[config.mk]
export PLATFORM = sky130hd
export DESIGN_NAME = bpa_ctrl
export DESIGN_NICKNAME = d
export VERILOG_FILES = /design/src/design/bpa_pkg.sv /design/src/design/bpa_ctrl.sv
export SDC_FILE = /design/constraint.sdc
export NUM_CORES = 1
export LEC_CHECK = 0
export ABC_AREA = 1
export ABC_CLOCK_PERIOD_IN_PS = 3100
export BUFFER_PORTS_ARGS = -buffer_cell sky130_fd_sc_hd__buf_2
export CAP_MARGIN = 40
export CORE_ASPECT_RATIO = 0.9
export CORE_MARGIN = 5
export CORE_UTILIZATION = 35
export CTS_BUF_LIST = sky130_fd_sc_hd__clkbuf_4 sky130_fd_sc_hd__clkbuf_8
export DETAILED_ROUTE_END_ITERATION = 6
export GPL_TIMING_DRIVEN = 1
export SLEW_MARGIN = 20
export SYNTH_ARGS = -nofsm -noshare
export SYNTH_HDL_FRONTEND = slang
export SYNTH_SLANG_ARGS = --single-unit
export TNS_END_PERCENT = 10
[constraint.sdc]
create_clock -name clk -period 3.1 [get_ports clk]
set_input_delay 0.465 -clock clk [delete_from_list [all_inputs] [get_ports clk]]
set_output_delay 0.465 -clock clk [all_outputs]
set_load 0.01 [all_outputs]
[src/design/bpa_pkg.sv]
// Shared types and constants of the buddy page allocator.
package bpa_pkg;

    localparam int ADDR_W     = 48;
    localparam int PAGE_SHIFT = 12;
    localparam int PFN_W      = 36;
    localparam int CNT_W      = 13;
    localparam int OP_W       = 2;
    localparam int ST_W       = 2;
    localparam int CFG_IDX_W  = 1;

    localparam logic [OP_W-1:0] OP_ALLOC = 2'd0;
    localparam logic [OP_W-1:0] OP_FREE  = 2'd1;
    localparam logic [OP_W-1:0] OP_INIT  = 2'd2;
    localparam logic [OP_W-1:0] OP_NOP   = 2'd3;

    localparam logic [ST_W-1:0] ST_OK       = 2'd0;
    localparam logic [ST_W-1:0] ST_NO_BLOCK = 2'd1;
    localparam logic [ST_W-1:0] ST_RANGE    = 2'd2;
    localparam logic [ST_W-1:0] ST_NOT_LIVE = 2'd3;

    localparam logic [CFG_IDX_W-1:0] REG_FIRST_PAGE = 1'd0;
    localparam logic [CFG_IDX_W-1:0] REG_PAGE_COUNT = 1'd1;

    typedef enum logic [4:0] {
        CMD_NONE,
        CMD_LOAD,
        CMD_CLEAR_STEP,
        CMD_FAIL,
        CMD_SEARCH,
        CMD_UNL_READ,
        CMD_UNL_LINK,
        CMD_UNL_BACK,
        CMD_SPLIT,
        CMD_PREP_PUSH,
        CMD_PUSH_HEAD,
        CMD_PUSH_BACK,
        CMD_ALLOC_FIN,
        CMD_FREE_READ,
        CMD_FREE_TAKE,
        CMD_REL_BUD,
        CMD_REL_READ,
        CMD_MERGE,
        CMD_INIT_START,
        CMD_INIT_BLOCK,
        CMD_RESULT
    } cmd_op_t;

    typedef struct packed {
        cmd_op_t         op;
        logic [ST_W-1:0] code;
    } bpa_cmd_t;

    typedef struct packed {
        logic [OP_W-1:0] op;
        logic            too_big;
        logic            found;
        logic            range_bad;
        logic            not_live;
        logic            ord_at_max;
        logic            bud_match;
        logic            split_more;
        logic            init_more;
        logic            clear_last;
        logic            out_free;
    } bpa_stat_t;

endpackage

[src/design/bpa_ctrl.sv]
// Sequencing state machine of the buddy page allocator.
module bpa_ctrl (
    input  logic               clk,
    input  logic               rst_n,
    input  logic               req_valid,
    output logic               req_ready,
    input  bpa_pkg::bpa_stat_t stat,
    output bpa_pkg::bpa_cmd_t  cmd
);

    typedef enum logic [4:0] {
        S_CLEAR,
        S_IDLE,
        S_DISPATCH,
        S_UNL_READ,
        S_UNL_LINK,
        S_UNL_BACK,
        S_MERGE,
        S_SPLIT,
        S_PUSH_HEAD,
        S_PUSH_BACK,
        S_FREE_CHECK,
        S_REL_BUD,
        S_REL_READ,
        S_REL_CHECK,
        S_INIT_CLEAR,
        S_INIT_NEXT,
        S_DONE
    } state_t;

    state_t state_reg;
    state_t state_next;

    always_ff @(posedge clk or negedge rst_n)
    begin
        if (!rst_n)
        begin
            state_reg <= S_CLEAR;
        end
        else
        begin
            state_reg <= state_next;
        end
    end

    always_comb
    begin
        state_next = state_reg;
        cmd.op     = bpa_pkg::CMD_NONE;
        cmd.code   = bpa_pkg::ST_OK;
        req_ready  = 1'b0;
        case (state_reg)
            S_CLEAR:
            begin
                cmd.op = bpa_pkg::CMD_CLEAR_STEP;
                if (stat.clear_last)
                begin
                    state_next = S_IDLE;
                end
            end
            S_IDLE:
            begin
                req_ready = 1'b1;
                if (req_valid)
                begin
                    cmd.op     = bpa_pkg::CMD_LOAD;
                    state_next = S_DISPATCH;
                end
            end
            S_DISPATCH:
            begin
                case (stat.op)
                    bpa_pkg::OP_ALLOC:
                    begin
                        if (stat.too_big || !stat.found)
                        begin
                            cmd.op     = bpa_pkg::CMD_FAIL;
                            cmd.code   = bpa_pkg::ST_NO_BLOCK;
                            state_next = S_DONE;
                        end
                        else
                        begin
                            cmd.op     = bpa_pkg::CMD_SEARCH;
                            state_next = S_UNL_READ;
                        end
                    end
                    bpa_pkg::OP_FREE:
                    begin
                        cmd.op     = bpa_pkg::CMD_FREE_READ;
                        state_next = S_FREE_CHECK;
                    end
                    bpa_pkg::OP_INIT:
                    begin
                        cmd.op     = bpa_pkg::CMD_INIT_START;
                        state_next = S_INIT_CLEAR;
                    end
                    default:
                    begin
                        state_next = S_DONE;
                    end
                endcase
            end
            S_UNL_READ:
            begin
                cmd.op     = bpa_pkg::CMD_UNL_READ;
                state_next = S_UNL_LINK;
            end
            S_UNL_LINK:
            begin
                cmd.op     = bpa_pkg::CMD_UNL_LINK;
                state_next = S_UNL_BACK;
            end
            S_UNL_BACK:
            begin
                cmd.op = bpa_pkg::CMD_UNL_BACK;
                if (stat.op == bpa_pkg::OP_ALLOC)
                begin
                    state_next = S_SPLIT;
                end
                else
                begin
                    state_next = S_MERGE;
                end
            end
            S_MERGE:
            begin
                cmd.op     = bpa_pkg::CMD_MERGE;
                state_next = S_REL_BUD;
            end
            S_SPLIT:
            begin
                if (stat.split_more)
                begin
                    cmd.op     = bpa_pkg::CMD_SPLIT;
                    state_next = S_PUSH_HEAD;
                end
                else
                begin
                    cmd.op     = bpa_pkg::CMD_ALLOC_FIN;
                    state_next = S_DONE;
                end
            end
            S_PUSH_HEAD:
            begin
                cmd.op     = bpa_pkg::CMD_PUSH_HEAD;
                state_next = S_PUSH_BACK;
            end
            S_PUSH_BACK:
            begin
                cmd.op = bpa_pkg::CMD_PUSH_BACK;
                case (stat.op)
                    bpa_pkg::OP_ALLOC: state_next = S_SPLIT;
                    bpa_pkg::OP_INIT:  state_next = S_INIT_NEXT;
                    default:           state_next = S_DONE;
                endcase
            end
            S_FREE_CHECK:
            begin
                state_next = S_DONE;
                if (stat.range_bad)
                begin
                    cmd.op   = bpa_pkg::CMD_FAIL;
                    cmd.code = bpa_pkg::ST_RANGE;
                end
                else if (stat.not_live)
                begin
                    cmd.op   = bpa_pkg::CMD_FAIL;
                    cmd.code = bpa_pkg::ST_NOT_LIVE;
                end
                else
                begin
                    cmd.op     = bpa_pkg::CMD_FREE_TAKE;
                    state_next = S_REL_BUD;
                end
            end
            S_REL_BUD:
            begin
                if (stat.ord_at_max)
                begin
                    cmd.op     = bpa_pkg::CMD_PREP_PUSH;
                    state_next = S_PUSH_HEAD;
                end
                else
                begin
                    cmd.op     = bpa_pkg::CMD_REL_BUD;
                    state_next = S_REL_READ;
                end
            end
            S_REL_READ:
            begin
                cmd.op     = bpa_pkg::CMD_REL_READ;
                state_next = S_REL_CHECK;
            end
            S_REL_CHECK:
            begin
                if (stat.bud_match)
                begin
                    cmd.op     = bpa_pkg::CMD_UNL_LINK;
                    state_next = S_UNL_BACK;
                end
                else
                begin
                    cmd.op     = bpa_pkg::CMD_PREP_PUSH;
                    state_next = S_PUSH_HEAD;
                end
            end
            S_INIT_CLEAR:
            begin
                cmd.op = bpa_pkg::CMD_CLEAR_STEP;
                if (stat.clear_last)
                begin
                    state_next = S_INIT_NEXT;
                end
            end
            S_INIT_NEXT:
            begin
                if (stat.init_more)
                begin
                    cmd.op     = bpa_pkg::CMD_INIT_BLOCK;
                    state_next = S_REL_BUD;
                end
                else
                begin
                    state_next = S_DONE;
                end
            end
            S_DONE:
            begin
                if (stat.out_free)
                begin
                    cmd.op     = bpa_pkg::CMD_RESULT;
                    state_next = S_IDLE;
                end
            end
            default:
            begin
                state_next = S_IDLE;
            end
        endcase
    end

endmodule

==> results.sh <==
export IMPL_postRouteAntennaNets=0
export IMPL_post_cts_setup_buffers=0
export IMPL_syn_cell_area_um2=876
export IMPL_cp_depth=8
export IMPL_start_util_pct=36.1
export IMPL_drcViolationCount=0
export IMPL_die_h_um=57.5
export IMPL_htree_levels=1
export IMPL_r2r_slack_ns=1.60
export IMPL_finalMaxSlewViolations=0
export IMPL_die_area_um2=3600
export IMPL_wirelength_mm=2.62
export IMPL_n_antenna_cell=0
export IMPL_worstMarginPinSlew_ns=0.399
export IMPL_cp_data_arrival_time_ns=1.76
export IMPL_vias_per_cell=5.12
export IMPL_combPwrFrac_pct=72.3
export IMPL_crit_type="flop to output pin"
export IMPL_dr_pass1_iters=4
export IMPL_p_sw_share_pct=55.5
export IMPL_cp_top_family="simple AND/OR/NAND/NOR gates"
export IMPL_cts_root_buf="clkbuf_4"
export IMPL_layout_drive_gt1_share_pct=24.9
export IMPL_setup_tns_ns=0
export IMPL_synthCells=155
export IMPL_pre_cts_ws_ns=1.09
export IMPL_endpoint_kind="output pin"
export IMPL_slew_headroom_pct=73.3
export IMPL_nNetsFinal=202
export IMPL_yosys_cell_types_count=22
export IMPL_cpPeakStageDelay_ns=0.41
export IMPL_syn_nets=175
export IMPL_clock_latency_ns=0.24
export IMPL_status="complete, no violations"
export IMPL_timing_final_crit_period_ns=2.22
export IMPL_vdd_drop_max_v=0.000320
export IMPL_seq_power_share_pct=17.5
export IMPL_holdBufCountCts=0
export IMPL_cts_tree="built"
export IMPL_vias=1071
export IMPL_synth_seq_cells=5
export IMPL_hold_violations=0
export IMPL_clkPwrFrac_pct=10.2
export IMPL_synth_top_area_cell="nand2_1"
export IMPL_cts_inserted_buffers=3
export IMPL_num_rows=17
export IMPL_grt_pass1_wl_mm=4.37
export IMPL_syn_area_per_cell_um2=5.65
export IMPL_r2r_start="state_reg[0]"
export IMPL_synth_top_area_share_pct=18.4
export IMPL_port_buffers=22
export IMPL_path_buf_inv=3
export IMPL_start_kind="flop"
export IMPL_setup_slack_ns=0.878
export IMPL_die_w_um=62.7
export IMPL_power_switching_mw=0.442
export IMPL_drtIter0Drc=63
export IMPL_yosysSeqAreaShare_pct=14.3
export IMPL_cp_max_fo=5
export IMPL_crit_end="cmd[2]"
export IMPL_rr_endpoint="state_reg[0]"
export IMPL_cp_required_ns=2.63
export IMPL_slowest_stage="dfrtp_1"
export IMPL_power_internal_mw=0.355
export IMPL_clkTransAtPathRegs_ns=0.04
export IMPL_area_growth_pct=20.0
export IMPL_leakagePower_nw=0.642
export IMPL_synth_area_top_cells="nand2_1, dfrtp_1, nor2_1"
export IMPL_finClkSkew_ns=0.00162
export IMPL_hp_class="primary input to async pin"
export IMPL_min_period_over_period_pct=71.7
export IMPL_largest_reg_flops=5
export IMPL_grt_pass1_vias=1002
export IMPL_track_usage_pct=14.7
export IMPL_io_pins=23
export IMPL_yosysWarningCount=0
export IMPL_fmax_ghz=0.450
export IMPL_grt_setup_unrepaired="no"
export IMPL_gp_congestion=0.909
export IMPL_power_density_nw_per_um2=759
export IMPL_rr_worst_depth=10
export IMPL_antenna_found_initial=0
export IMPL_grt_max_degree=8
export IMPL_n_fill_cell=284
export IMPL_worstPathCellList="nor2_2 > inv_2 > nor2_2 > o21ai_0 > inv_1 > o21ai_0 > nand3_1 > buf_2"
export IMPL_finalSetupViolCount=0
export IMPL_cts_sinks=5
export IMPL_grt_overflow=0
export IMPL_cap_violations=0
export IMPL_cts_buffer_depth=2
export IMPL_core_um2=2420
export IMPL_cts_resized=0
export IMPL_worstSetupStartpoint="state_reg[2]"
export IMPL_hpwl_mm=2.31
export IMPL_wire_per_inst_um=12.6
[metal layers]
layer  share of wire (%)  track usage [%]  up-vias
met2                  47             24.9       40
met4                   0             2.73        0
met1                  44             18.7      483
met5                   0                0        -
met3                 9.0             4.53        0
li1                    -                -      548
[cell usage after synthesis, drive strengths merged]
cell,instances
nor2,33
nor3b,1
a21oi,2
inv,27
nor3,2
o21a,1
dfrtp,5
o21ai,4
o32ai,1
a211oi,2
nand2,47
ha,5
nand3,17
nand3b,1
nand4,6
o211ai,1
[power by group through the flow]
stage | Clock [mW] | Sequential, mW | Combinational [mW]
finish | 0.0811 | 0.139 | 0.577
global route | 0.0907 | 0.144 | 0.641
CTS | 0.0843 | 0.139 | 0.578
detailed placement | 0 | 0.140 | 0.576
global placement | 0 | 0.140 | 0.581
floorplan | 0 | 0.132 | 0.407
[logic make-up (layout without fill, tap and decap cells)]
logic type               count (synthesis)  in the layout  share of synthesized area [%]
AO/OA/AOI/OAI                           11             11                           7.86
adder cells (fa/ha/maj)                  5              5                           7.14
buffers and inverters                   27             53                           11.9
flip-flops                               5              5                           14.3
AND/OR/NAND/NOR                        107            107                           58.9
[through the flow]
stage	hold slack, ns	power [mW]	instances	area (um2)	utilization [%]
floorplan	0.169	0.539	155	876	-
global route	0.0288	0.876	209	1050	43.3
detailed placement	0.282	0.716	205	1020	42.1
CTS	0.0286	0.801	209	1050	43.3
finish	0.0318	0.797	209	1050	43.3
global placement	0.279	0.721	205	1020	42.1
[layout by cell type, fill, tap and decap left out, drive strengths merged, types with 4 or more instances in the layout]
cell type / Yosys / routed
nand3: 17 / 17
buf: 0 / 22
dfrtp: 5 / 5
clkbuf: 0 / 4
nand4: 6 / 6
inv: 27 / 27
nor2: 33 / 33
nand2: 47 / 47
ha: 5 / 5
o21ai: 4 / 4
[worst min-delay path by stage]
stage | cells past startpoint | to | from | slack (ns)
2_1_floorplan | 0 | state_reg[0] | rst_n | 0.17
6_report | 1 | state_reg[2] | rst_n | 0.03
3_5_place_dp | 1 | state_reg[2] | rst_n | 0.28
4_1_cts | 1 | state_reg[2] | rst_n | 0.03
5_1_grt | 1 | state_reg[1] | rst_n | 0.03
3_3_place_gp | 1 | state_reg[2] | rst_n | 0.28
[final cells by class]
class | instances | area [um2] | area share [%]
multi-input cells | 123 | 647 | 61.5
repair buffers | 22 | 110 | 10.5
well taps | 28 | 35.0 | 3.33
inverters | 27 | 104 | 9.88
clock buffers | 4 | 30.0 | 2.86
flip-flops and latches | 5 | 125 | 11.9
[worst reg2reg max path, cell delays in order, from the launching register on]
cell	delay, ns
dfrtp_1	0.44
inv_1	0.12
nand2_1	0.07
nor2_2	0.23
nand2_2	0.12
nand2_1	0.12
nand2_1	0.07
nand2_1	0.07
nor2_2	0.04
nand2_1	0.06
nand2_1	0.05
Power figures use the tool's default switching activity.
